### src/rtl/vtm_pkg.sv
// Package for the six-thruster vectored mixer: widths, register codes,
// the limit bundle and the drive saturation function. No dependencies.
`default_nettype none

package vtm_pkg;

  localparam int FRAC_BITS = 15;
  localparam int CMD_W     = 16;
  localparam int CFG_W     = 16;
  localparam int NUM_THR   = 6;
  localparam int WIDE_W    = 18;   // clamped vertical, limit and forward terms
  localparam int SUM_W     = 20;   // three-term mix sums plus negation
  localparam int PROD_W    = 32;   // coupling factor times |vertical|

  typedef logic signed [CMD_W-1:0]  cmd_t;
  typedef logic signed [WIDE_W-1:0] wide_t;
  typedef logic signed [SUM_W-1:0]  sum_t;

  localparam wide_t ONE     = wide_t'(1 << FRAC_BITS);
  localparam sum_t  SAT_MAX = sum_t'((1 << FRAC_BITS) - 1);

  typedef enum logic [1:0] {
    REG_VERTICAL_MAX = 2'd0,
    REG_COUPLING     = 2'd1,
    REG_ENABLE       = 2'd2,
    REG_REVERSE      = 2'd3
  } cfg_reg_t;

  typedef struct packed {
    wide_t vert;
    wide_t fwd1;
    wide_t fwd3;
    logic  low_hit;
    logic  high_hit;
  } limit_t;

  // Negate on reverse, saturate symmetrically, zero when disabled.
  function automatic cmd_t drive(sum_t mix, logic rev, logic en);
    sum_t v;
    cmd_t r;
    v = rev ? -mix : mix;
    if (v > SAT_MAX) begin
      r = cmd_t'(SAT_MAX);
    end else if (v < -SAT_MAX) begin
      r = cmd_t'(-SAT_MAX);
    end else begin
      r = cmd_t'(v);
    end
    if (!en) begin
      r = '0;
    end
    return r;
  endfunction

endpackage

`default_nettype wire

### src/rtl/vtm_limit.sv
// Vertical clamp with limit flags, coupling limit and forward clamp.
// Depends on vtm_pkg.
`default_nettype none

module vtm_limit (
  input  vtm_pkg::cmd_t              vertical_cmd,
  input  vtm_pkg::cmd_t              forward_cmd,
  input  logic [vtm_pkg::CFG_W-1:0]  vertical_max,
  input  logic [vtm_pkg::CFG_W-1:0]  coupling_factor,
  output vtm_pkg::limit_t            lim
);

  vtm_pkg::wide_t vs;
  vtm_pkg::wide_t vm;
  vtm_pkg::wide_t vc;
  vtm_pkg::wide_t absv;
  vtm_pkg::wide_t lim_s;
  vtm_pkg::wide_t fs;
  logic [vtm_pkg::PROD_W-1:0] prod;
  logic [vtm_pkg::PROD_W-vtm_pkg::FRAC_BITS-1:0] shed;

  always_comb begin
    vs = vtm_pkg::wide_t'(vertical_cmd);
    vm = vtm_pkg::wide_t'({2'b00, vertical_max});

    lim.low_hit = (vs <= -vm);
    vc = vs;
    if (lim.low_hit) begin
      vc = -vm;
    end
    // Test the high limit on the value after the low clamp: with a zero
    // limit a clamped negative demand lands on the high limit too.
    lim.high_hit = (vc >= vm);
    if (lim.high_hit) begin
      vc = vm;
    end
    lim.vert = vc;

    // |vertical| never exceeds one, so 16 bits hold it.
    absv = vc[vtm_pkg::WIDE_W-1] ? -vc : vc;
    prod = coupling_factor * absv[vtm_pkg::CMD_W-1:0];
    shed = prod[vtm_pkg::PROD_W-1:vtm_pkg::FRAC_BITS];
    lim_s = vtm_pkg::ONE - vtm_pkg::wide_t'({1'b0, shed});
    if (lim_s[vtm_pkg::WIDE_W-1]) begin
      lim_s = '0;
    end

    // Limit is never negative: the lower clamp only bites on reverse
    // forward, the upper one only on ahead forward.
    fs = vtm_pkg::wide_t'(forward_cmd);
    lim.fwd1 = (fs < -lim_s) ? -lim_s : fs;
    lim.fwd3 = (fs > lim_s) ? lim_s : fs;
  end

endmodule

`default_nettype wire

### src/rtl/vtm_mix.sv
// Fixed mixing matrix, reverse, saturation and enable for six thrusters.
// Depends on vtm_pkg.
`default_nettype none

module vtm_mix (
  input  vtm_pkg::cmd_t                      roll_cmd,
  input  vtm_pkg::cmd_t                      yaw_cmd,
  input  vtm_pkg::cmd_t                      lateral_cmd,
  input  vtm_pkg::limit_t                    lim,
  input  logic [vtm_pkg::NUM_THR-1:0]        enable_mask,
  input  logic [vtm_pkg::NUM_THR-1:0]        reverse_mask,
  output vtm_pkg::cmd_t [vtm_pkg::NUM_THR-1:0] thr
);

  vtm_pkg::sum_t r, y, l, f1, f3, v;
  vtm_pkg::sum_t mix [vtm_pkg::NUM_THR];

  always_comb begin
    r  = vtm_pkg::sum_t'(roll_cmd);
    y  = vtm_pkg::sum_t'(yaw_cmd);
    l  = vtm_pkg::sum_t'(lateral_cmd);
    f1 = vtm_pkg::sum_t'(lim.fwd1);
    f3 = vtm_pkg::sum_t'(lim.fwd3);
    v  = vtm_pkg::sum_t'(lim.vert);

    mix[0] =  y - f1 + l;
    mix[1] = -y - f1 - l;
    mix[2] = -y + f3 + l;
    mix[3] =  y + f3 - l;
    mix[4] =  r - v;
    mix[5] = -r - v;

    for (int n = 0; n < vtm_pkg::NUM_THR; n++) begin
      thr[n] = vtm_pkg::drive(mix[n], reverse_mask[n], enable_mask[n]);
    end
  end

endmodule

`default_nettype wire

### src/rtl/vectored_thruster_mixer_6dof.sv
// Six-thruster vectored mixer for a six-degree-of-freedom vehicle.
// Depends on vtm_pkg, vtm_limit and vtm_mix.
//
// Each transfer on the input channel carries one command vector (roll,
// pitch, yaw, vertical, forward, lateral, signed Q1.15) and yields exactly
// one transfer on the output channel with six thruster drives and two
// vertical limit flags. The block is stateless: a command lands in an input
// register, one pass of logic (vertical clamp, one 16x16 coupling multiply,
// forward clamp, mixing sums, reverse and saturation) feeds the output
// register. Each command passes the input register and then the output
// register, and a new command is taken every cycle as long as the output
// side keeps taking results; the input register and the output register
// form a two deep pipe, so a stalled result does not stop the next command
// from being captured. The limiting path is the coupling multiply followed
// by the forward clamp and the three-term sums. Drives saturate to plus or
// minus 32767; a disabled thruster reads 0. pitch_cmd carries a zero factor
// on every thruster and is not used. The user must write the registers
// (index: vertical_max = 0, coupling_factor = 1, enable_mask = 2,
// reverse_mask = 3) only while the block is idle; the block itself does not
// enforce this. Written while idle, they take effect on the next command.
`default_nettype none

module vectored_thruster_mixer_6dof (
  input  logic                       clk,
  input  logic                       rst,

  input  logic                       cfg_write,
  input  logic [1:0]                 cfg_index,
  input  logic [vtm_pkg::CFG_W-1:0]  cfg_data,

  input  logic                       in_valid,
  output logic                       in_ready,
  input  vtm_pkg::cmd_t              roll_cmd,
  input  vtm_pkg::cmd_t              pitch_cmd,
  input  vtm_pkg::cmd_t              yaw_cmd,
  input  vtm_pkg::cmd_t              vertical_cmd,
  input  vtm_pkg::cmd_t              forward_cmd,
  input  vtm_pkg::cmd_t              lateral_cmd,

  output logic                       out_valid,
  input  logic                       out_ready,
  output vtm_pkg::cmd_t              thruster_1,
  output vtm_pkg::cmd_t              thruster_2,
  output vtm_pkg::cmd_t              thruster_3,
  output vtm_pkg::cmd_t              thruster_4,
  output vtm_pkg::cmd_t              thruster_5,
  output vtm_pkg::cmd_t              thruster_6,
  output logic                       vertical_low_hit,
  output logic                       vertical_high_hit
);

  // Configuration registers.
  logic [vtm_pkg::CFG_W-1:0]   vertical_max;
  logic [vtm_pkg::CFG_W-1:0]   coupling_factor;
  logic [vtm_pkg::NUM_THR-1:0] enable_mask;
  logic [vtm_pkg::NUM_THR-1:0] reverse_mask;

  // Input register stage.
  logic          in_q_valid;
  vtm_pkg::cmd_t roll_q, yaw_q, vert_q, fwd_q, lat_q;

  // Pipe control: the output register advances when empty or taken, the
  // input register advances when empty or when the output register does.
  logic out_advance;
  logic in_advance;

  vtm_pkg::limit_t                         lim;
  vtm_pkg::cmd_t [vtm_pkg::NUM_THR-1:0]    thr;

  assign out_advance = !out_valid || out_ready;
  assign in_advance  = !in_q_valid || out_advance;
  assign in_ready    = in_advance;

  // Register writes; unknown codes cannot occur with a two-bit index.
  always_ff @(posedge clk) begin
    if (rst) begin
      vertical_max    <= vtm_pkg::CFG_W'(1 << vtm_pkg::FRAC_BITS);
      coupling_factor <= '0;
      enable_mask     <= '1;
      reverse_mask    <= '0;
    end else if (cfg_write) begin
      case (vtm_pkg::cfg_reg_t'(cfg_index))
        vtm_pkg::REG_VERTICAL_MAX: vertical_max    <= cfg_data;
        vtm_pkg::REG_COUPLING:     coupling_factor <= cfg_data;
        vtm_pkg::REG_ENABLE:       enable_mask     <= cfg_data[vtm_pkg::NUM_THR-1:0];
        vtm_pkg::REG_REVERSE:      reverse_mask    <= cfg_data[vtm_pkg::NUM_THR-1:0];
        default: ;
      endcase
    end
  end

  // Capture a command on each input transfer.
  always_ff @(posedge clk) begin
    if (rst) begin
      in_q_valid <= 1'b0;
    end else if (in_advance) begin
      in_q_valid <= in_valid;
    end
  end

  always_ff @(posedge clk) begin
    if (in_advance && in_valid) begin
      roll_q <= roll_cmd;
      yaw_q  <= yaw_cmd;
      vert_q <= vertical_cmd;
      fwd_q  <= forward_cmd;
      lat_q  <= lateral_cmd;
    end
  end

  vtm_limit u_limit (
    .vertical_cmd    (vert_q),
    .forward_cmd     (fwd_q),
    .vertical_max    (vertical_max),
    .coupling_factor (coupling_factor),
    .lim             (lim)
  );

  vtm_mix u_mix (
    .roll_cmd     (roll_q),
    .yaw_cmd      (yaw_q),
    .lateral_cmd  (lat_q),
    .lim          (lim),
    .enable_mask  (enable_mask),
    .reverse_mask (reverse_mask),
    .thr          (thr)
  );

  // Output register: load a finished result, hold it while stalled.
  always_ff @(posedge clk) begin
    if (rst) begin
      out_valid <= 1'b0;
    end else if (out_advance) begin
      out_valid <= in_q_valid;
    end
  end

  always_ff @(posedge clk) begin
    if (out_advance && in_q_valid) begin
      thruster_1        <= thr[0];
      thruster_2        <= thr[1];
      thruster_3        <= thr[2];
      thruster_4        <= thr[3];
      thruster_5        <= thr[4];
      thruster_6        <= thr[5];
      vertical_low_hit  <= lim.low_hit;
      vertical_high_hit <= lim.high_hit;
    end
  end

  // pitch_cmd has zero weight on every thruster.
  logic pitch_unused;
  assign pitch_unused = ^pitch_cmd;

endmodule

`default_nettype wire

### config.mk
export PLATFORM = sky130hd
export DESIGN_NAME = vectored_thruster_mixer_6dof
export DESIGN_NICKNAME = d
export VERILOG_FILES = /design/src/rtl/vtm_pkg.sv /design/src/rtl/vtm_limit.sv /design/src/rtl/vtm_mix.sv /design/src/rtl/vectored_thruster_mixer_6dof.sv
export SDC_FILE = /design/constraint.sdc
export NUM_CORES = 2
export LEC_CHECK = 0
export BUFFER_PORTS_ARGS = -buffer_cell sky130_fd_sc_hd__buf_2
export CAP_MARGIN = 20
export CORE_MARGIN = 3
export CORE_UTILIZATION = 58
export DETAILED_ROUTE_END_ITERATION = 12
export PLACE_DENSITY = 0.89
export SYNTH_ARGS = -nofsm -noshare
export SYNTH_HDL_FRONTEND = slang
export SYNTH_SLANG_ARGS = --single-unit
### constraint.sdc
create_clock -name clk -period 33.9 [get_ports clk]
set_input_delay 3.39 -clock clk [delete_from_list [all_inputs] [get_ports clk]]
set_output_delay 3.39 -clock clk [all_outputs]
set_load 0.02 [all_outputs]
## Word level (Yosys, flattened, before mapping)

Cells that the tools add are included.

| word-level totals | value |
|---|---|
| output and inout port bits | 100 |
| input port bits | 119 |
| word-level logic and storage cells | 114 |
| bits in registers | 224 |

| operators by class | value |
|---|---|
| add/sub/neg operators | 22 |
| $lt $le $gt $ge | 16 |
| muxes and demuxes | 24 |
| equality and inequality tests | 3 |
| $mul | 1 |
| bitwise gates (word level) | 6 |
| reduce and logical (&&, ||, !) cells | 17 |

Operators by type and width:

| cell | number |
|---|---|
| greater-than comparator 20 x 16 -> 1 bit (second input constant) | 6 |
| < comparator 20 x 16 -> 1 bit (second input constant) | 6 |
| two-way mux 20 bit | 6 |
| negation 20 bit | 6 |
| two-way mux 16 bit | 7 |
| two-way mux 15 bit | 6 |
| two-way mux 18 bit | 4 |
| negation 16 -> 20 bit | 2 |
| subtractor 20 x 18 -> 20 bit | 2 |
| subtractor 16 x 18 -> 19 bit | 2 |
| multiplier 16 x 16 -> 32 bit | 1 |
| adder 19 x 16 -> 20 bit | 1 |
| adder 20 x 16 -> 20 bit | 1 |
| adder 20 x 18 -> 20 bit | 1 |
| subtractor 19 x 16 -> 20 bit | 1 |
| subtractor 20 x 16 -> 20 bit | 1 |
| adder 16 x 18 -> 19 bit | 1 |
| >= comparator 18 x 17 -> 1 bit | 1 |
| greater-than comparator 16 x 18 -> 1 bit | 1 |
| less-or-equal comparator 16 x 18 -> 1 bit | 1 |
| < comparator 16 x 18 -> 1 bit | 1 |
| negation 16 -> 18 bit | 1 |
| negation 17 -> 18 bit | 1 |
| subtractor 16 x 17 -> 18 bit (first input constant) | 1 |
| 11 further kinds | 28 |

## Logic depth before layout (Yosys ltp)

| logic depth | value |
|---|---|
| depth after elaboration | 20 |
| mapped depth | 109 |
| gate-level depth less buffers | 97 |

## Cells and area by module

From an unflattened synthesis, not the netlist that was laid out.

| unflattened totals | value |
|---|---|
| cells, all modules | 4037 |
| area, all modules | 34897.2 µm² |

By module, submodules not included:

| module | instances | cells each | area an instance (µm²) | seq. area each (µm²) |
|---|---|---|---|---|
| vtm_mix | 1 | 2028 | 14730.4 | 0.0 |
| vtm_limit | 1 | 1649 | 12927.4 | 0.0 |
| vectored_thruster_mixer_6dof | 1 | 360 | 7239.4 | 6266.0 |

## Worst setup path after synthesis

No wires, ideal clock.

| timing | value |
|---|---|
| path kind | flip-flop to flip-flop |
| start point | reg vertical_max[8] (netlist bit) |
| end point | reg thruster_1[10] (data pin) |
| cell stages (with the launch flop) | 102 |
| setup time | 270 ps |
| data arrival time | 21747 ps |
| path buffers | 15 |
| setup slack | 11882 ps |
| clock period less this slack | 22018 ps |
| data required time | 33630 ps |
| path through | dfxtp_1 > or4_4 > or4_4 > nor2_4 > xnor2_1 > inv_1 > ha_1 > nand4_1 > nor2_1 > and4_1 > clkbuf_1 > a21oi_1 > and2_1 > clkbuf_1 > clkbuf_1 > clkbuf_1 > o21ai_0 > ha_1 > [66 not listed] > a21o_1 > a21oi_1 > o21bai_1 > a21oi_1 > o21bai_1 > a21oi_1 > o21ai_0 > a311oi_1 > o211ai_1 > or3_1 > clkbuf_1 > or3_1 > o31ai_1 > xnor2_1 > o31a_1 > nand2b_1 > clkbuf_1 > o21ai_0 |

| on the way | value |
|---|---|
| cells in the longest elaborated chain, start to end | 20 |
| elaborated cells on any way between the ends | 21 |
| classes of those cells | add/sub: 7; mul: 1; order compare: 5; mux: 8 |

Ends and longest elaborated chain:

| what | line | RTL |
|---|---|---|
| start, declared | vectored_thruster_mixer_6dof.sv:53 | `logic [vtm_pkg::CFG_W-1:0] vertical_max;` |
| start signal, assigned | vectored_thruster_mixer_6dof.sv:77 | `vertical_max <= vtm_pkg::CFG_W'(1 << vtm_pkg::FRAC_BITS);` |
| start signal, assigned | vectored_thruster_mixer_6dof.sv:83 | `vtm_pkg::REG_VERTICAL_MAX: vertical_max <= cfg_data;` |
| negation 16 -> 18 bit | vtm_limit.sv:26, vtm_limit.sv:29 |  |
| less-or-equal comparator 16 x 18 -> 1 bit | vtm_limit.sv:26 | `lim.low_hit = (vs <= -vm);` |
| two-way mux 18 bit | vtm_limit.sv:28 | `if (lim.low_hit) begin` |
| >= comparator 18 x 17 -> 1 bit | vtm_limit.sv:33 | `lim.high_hit = (vc >= vm);` |
| two-way mux 18 bit * | vtm_limit.sv:34 | `if (lim.high_hit) begin` |
| negation 16 bit | vtm_limit.sv:40 | `absv = vc[vtm_pkg::WIDE_W-1] ? -vc : vc;` |
| two-way mux 16 bit * | vtm_limit.sv:40 |  |
| multiplier 16 x 16 -> 32 bit * | vtm_limit.sv:41 | `prod = coupling_factor * absv[vtm_pkg::CMD_W-1:0];` |
| [4 not listed] | -- |  |
| two-way mux 18 bit * | vtm_limit.sv:51 | `lim.fwd1 = (fs < -lim_s) ? -lim_s : fs;` |
| subtractor 16 x 18 -> 19 bit * | vtm_mix.sv:26 | `mix[0] = y - f1 + l;` |
| adder 19 x 16 -> 20 bit * | vtm_mix.sv:26 |  |
| negation 20 bit | vtm_pkg.sv:41 | `v = rev ? -mix : mix;` |
| two-way mux 20 bit * | vtm_pkg.sv:41 |  |
| < comparator 20 x 16 -> 1 bit | vtm_pkg.sv:44 | `end else if (v < -SAT_MAX) begin` |
| two-way mux 16 bit | vtm_pkg.sv:44 |  |
| two-way mux 15 bit * | vtm_pkg.sv:42 | `if (v > SAT_MAX) begin` |
| end signal, assigned | vectored_thruster_mixer_6dof.sv:140 | `thruster_1 <= thr[0];` |
| end, declared | vectored_thruster_mixer_6dof.sv:42 | `output vtm_pkg::cmd_t thruster_1,` |

Mark *: on every way between the ends. The rest lies on a longest branch, timed or not.
A chain may end at the register's enable or synchronous reset.

## Worst setup path in the final report

| timing | value |
|---|---|
| start point | reg vertical_max[2] (netlist bit) |
| end point | reg thruster_2[5] (data pin) |

| on the way | value |
|---|---|
| cells in the longest elaborated chain, start to end | 20 |
| elaborated cells on any way between the ends | 21 |
| classes of those cells | add/sub: 7; mul: 1; order compare: 5; mux: 8 |

Ends and longest elaborated chain:

| what | line | RTL |
|---|---|---|
| negation 16 -> 18 bit | vtm_limit.sv:26, vtm_limit.sv:29 |  |
| less-or-equal comparator 16 x 18 -> 1 bit | vtm_limit.sv:26 |  |
| two-way mux 18 bit | vtm_limit.sv:28 |  |
| >= comparator 18 x 17 -> 1 bit | vtm_limit.sv:33 |  |
| two-way mux 18 bit * | vtm_limit.sv:34 |  |
| negation 16 bit | vtm_limit.sv:40 |  |
| two-way mux 16 bit * | vtm_limit.sv:40 |  |
| multiplier 16 x 16 -> 32 bit * | vtm_limit.sv:41 |  |
| [4 not listed] | -- |  |
| two-way mux 18 bit * | vtm_limit.sv:51 |  |
| subtractor 20 x 18 -> 20 bit * | vtm_mix.sv:27 | `mix[1] = -y - f1 - l;` |
| subtractor 20 x 16 -> 20 bit * | vtm_mix.sv:27 |  |
| negation 20 bit | vtm_pkg.sv:41 |  |
| two-way mux 20 bit * | vtm_pkg.sv:41 |  |
| < comparator 20 x 16 -> 1 bit | vtm_pkg.sv:44 |  |
| two-way mux 16 bit | vtm_pkg.sv:44 |  |
| two-way mux 15 bit * | vtm_pkg.sv:42 |  |
| end signal, assigned | vectored_thruster_mixer_6dof.sv:141 | `thruster_2 <= thr[1];` |
| end, declared | vectored_thruster_mixer_6dof.sv:43 | `output vtm_pkg::cmd_t thruster_2,` |

Marked as above.

==> impl_metrics.py <==
metrics = {
    "drt": {
        "drc": 0,
        "ant_nets": 0,
        "first_pass_iters": 6,
        "routed_wl_um": 88050,
        "wl_per_cell_um": 19.04,
        "drt_iter0_markers": 2676,
        "viasPerCell": 6.081,
        "vias": 28120,
    },
    "sta": {
        "clock_skew_ns": 0.01317,
        "period_share_pct": 75.98,
        "finalSetupTns_ns": 0,
        "slew_headroom_pct": 21.18,
        "tightest_slew_ns": 1.182,
        "drv_slew": 0,
        "rsz0062_at_grt": "no",
        "fmax_ghz": 0.03882,
        "finalSetupViolations": 0,
        "period_minus_slack_ns": 25.76,
        "hold_violations": 0,
    },
    "die": {
        "row_count": 85,
        "die-area_um2": 58240,
        "die_height_um": 241.3,
        "core_um2": 54350,
        "ios": 219,
        "die_w_um": 241.3,
        "start_util_pct": 59.11,
    },
    "synthesis": {
        "synth_top_area_share_pct": 16.70,
        "syn-num-nets": 4447,
        "ys_top_cells_by_count": "483 x inv_1, 410 x nand2_1, 329 x ha_1",
        "ys_top_cells_by_area": "fa_1 17%, edfxtp_1 17%, ha_1 13%",
        "synth_flop_cell": "edfxtp_1",
        "synth_area_um2": 32120,
        "synth.most_common_cell": "inv_1",
        "syn_area_per_cell_um2": 8.610,
        "seq_area_frac_synth_pct": 19.51,
        "synthCells": 3731,
        "synth_warnings": 0,
        "synth.distinct_cells": 112,
        "async_reset_ff_share_pct": 0,
        "synth-seq-cells": 224,
        "synth_edf_count": 178,
        "synth_area_leader_cell": "fa_1",
    },
    "flow_run": {
        "max-cap-violations": 0,
    },
    "global_route": {
        "grt_pass1_wl_um": 140300,
        "grt_pass1_vias": 27090,
        "grt_max_degree": 66,
        "grt_overflow": 0,
        "antenna_found_initial": 3,
        "grt_usage_pct": 29.93,
    },
    "layout": {
        "final_cells": 4624,
        "seq_area_um2": 6266,
        "area_growth_pct": 7.557,
        "multi_input_area_um2": 23560,
        "drive_gt1_share_pct": 8.943,
        "nNetsFinal": 4579,
        "fillers": 4351,
    },
    "setup_path": {
        "crit_type": "flip-flop to flip-flop",
        "required_ns": 34.15,
        "worstRegToRegCells": 93,
        "rr_startpoint": "vertical_max[2]$_SDFFE_PP0P_",
        "r2r-end": "thruster_2[5]$_SDFFCE_PN0P_",
        "path_common_cell": "o21ai_0",
        "rrSetupSlack_ns": 8.14,
        "slowest_stage": "a21oi_1",
        "cp_slowest_stage_delay_ns": 0.90,
        "cp-startpoint": "vertical_max[2]$_SDFFE_PP0P_",
        "cp-start-kind": "flip-flop",
        "arrival_ns": 26.01,
        "cp_max_fo": 33,
        "endpoint_kind": "flip-flop",
    },
    "min_path": {
        "hold_path_class": "flip-flop to flip-flop",
        "hold-path-endpoint": "vertical_max[11]$_SDFFE_PP0P_",
        "holdCritStartpoint": "vertical_max[11]$_SDFFE_PP0P_",
        "hold_depth": 2,
    },
    "cts": {
        "cts-htree-levels": 1,
        "clockBufferDepth": 3,
        "clkTransAtPathRegs_ns": 0.07,
        "cts_resized": 0,
        "cts_tree": "yes",
        "cts_sinks": 224,
        "clk_latency_ns": 0.56,
        "cts_buffers": 23,
        "post_cts_buffers": 0,
        "root_buffer": "clkbuf_16",
        "cts_hold_buf": 0,
    },
    "placement": {
        "gp_congestion": 1.011,
        "portBuffers": 202,
        "dp.cells": 4575,
        "hpwl_um": 70590,
    },
    "outcome": {
        "outcome": "finished clean",
    },
}
## area by class of cell
| class | instances | share of cell area, % |
|---|---|---|
| flip-flops and latches | 224 | 18.14 |
| well taps | 739 | 2.676 |
| multi-input cells | 2895 | 68.18 |
| clock buffers | 27 | 1.709 |
| clock inverters | 15 | 0.4092 |
| repair buffers | 230 | 3.520 |
| inverters | 489 | 5.334 |
| diodes | 5 | 0.03621 |
## worst max-delay path, delay by kind of cell, from the launching register on
family,cells,cell delay [ns]
AND/OR/NAND/NOR,24,6.31
XOR/XNOR,7,1.74
AO/OA/AOI/OAI,39,9.63
adder cells (fa/ha/maj),13,5.55
flip-flops,1,0.37
multiplexers,1,0.33
buffers and inverters,9,1.44
## cell families (layout without fill, tap and decap cells)
logic type                 after synthesis  after routing  share of synthesized area [%]
other                                    0              5                              0
muxes                                   43             43                          1.410
and+or+nand+nor                       1207           1207                          19.07
adders and majority gates              597            597                          29.52
DFF                                    224            224                          19.51
buffers and inverters                  612            761                          7.249
AOI/OAI and AO/OA                      794            794                          16.23
xor gates and xnor gates               254            254                          7.015
## metrics by stage
step	hold slack (ns)	worst slack [ns]	cell area [um^2]	util (%)
floorplan	0.4486	11.88	32120	-
global placement	0.4642	9.489	33790	62.18
detailed placement	0.4715	8.906	33790	62.18
CTS	0.4769	8.790	34530	63.53
global route	0.5292	6.458	34540	63.56
finish	0.4822	8.143	34550	63.57
## worst max-delay path by stage
| stage | end |
|---|---|
| finish | thruster_2[5]$_SDFFCE_PN0P_ |
| global route | thruster_2[5]$_SDFFCE_PN0P_ |
| CTS | thruster_2[5]$_SDFFCE_PN0P_ |
| detailed placement | thruster_2[9]$_SDFFCE_PN0P_ |
| global placement | thruster_2[9]$_SDFFCE_PN0P_ |
| floorplan | thruster_1[10]$_SDFFCE_PN0P_ |
## metal layers
| layer | routed length, um | GRT usage [%] | part of all wire [%] |
|---|---|---|---|
| met5 | 0 | 0 | 0 |
| met4 | 3313 | 10.10 | 3.8 |
| met3 | 9329 | 5.783 | 11 |
| met2 | 39720 | 47.56 | 45 |
| met1 | 35690 | 41.32 | 41 |
## cell usage in the layout, fill, tap and decap left out, drive strengths merged, types with 18 or more instances in the layout
cell | synthesis | routed
a31oi | 21 | 21
or3 | 41 | 41
or4 | 21 | 21
nor2b | 32 | 32
o21ai | 198 | 198
edfxtp | 178 | 178
a21o | 53 | 53
nand2 | 412 | 412
clkbuf | 109 | 28
o21bai | 24 | 24
buf | 14 | 229
o211ai | 28 | 28
o31ai | 25 | 25
a211oi | 26 | 26
nor2 | 190 | 190
nor4 | 19 | 19
dfxtp | 46 | 46
o21a | 43 | 43
nand3 | 65 | 65
nor3 | 83 | 83
mux2i | 28 | 28
a21oi | 203 | 203
ha | 329 | 329
xnor2 | 161 | 161
and2 | 156 | 156
nand4 | 37 | 37
and3 | 35 | 35
xor2 | 91 | 91
or2 | 19 | 19
inv | 487 | 491
a211o | 20 | 20
nand2b | 39 | 39
fa | 268 | 268
nand3b | 18 | 18
Power is not shown: default switching activity piles up to over one toggle a cycle in this logic, so the estimate is an artifact.
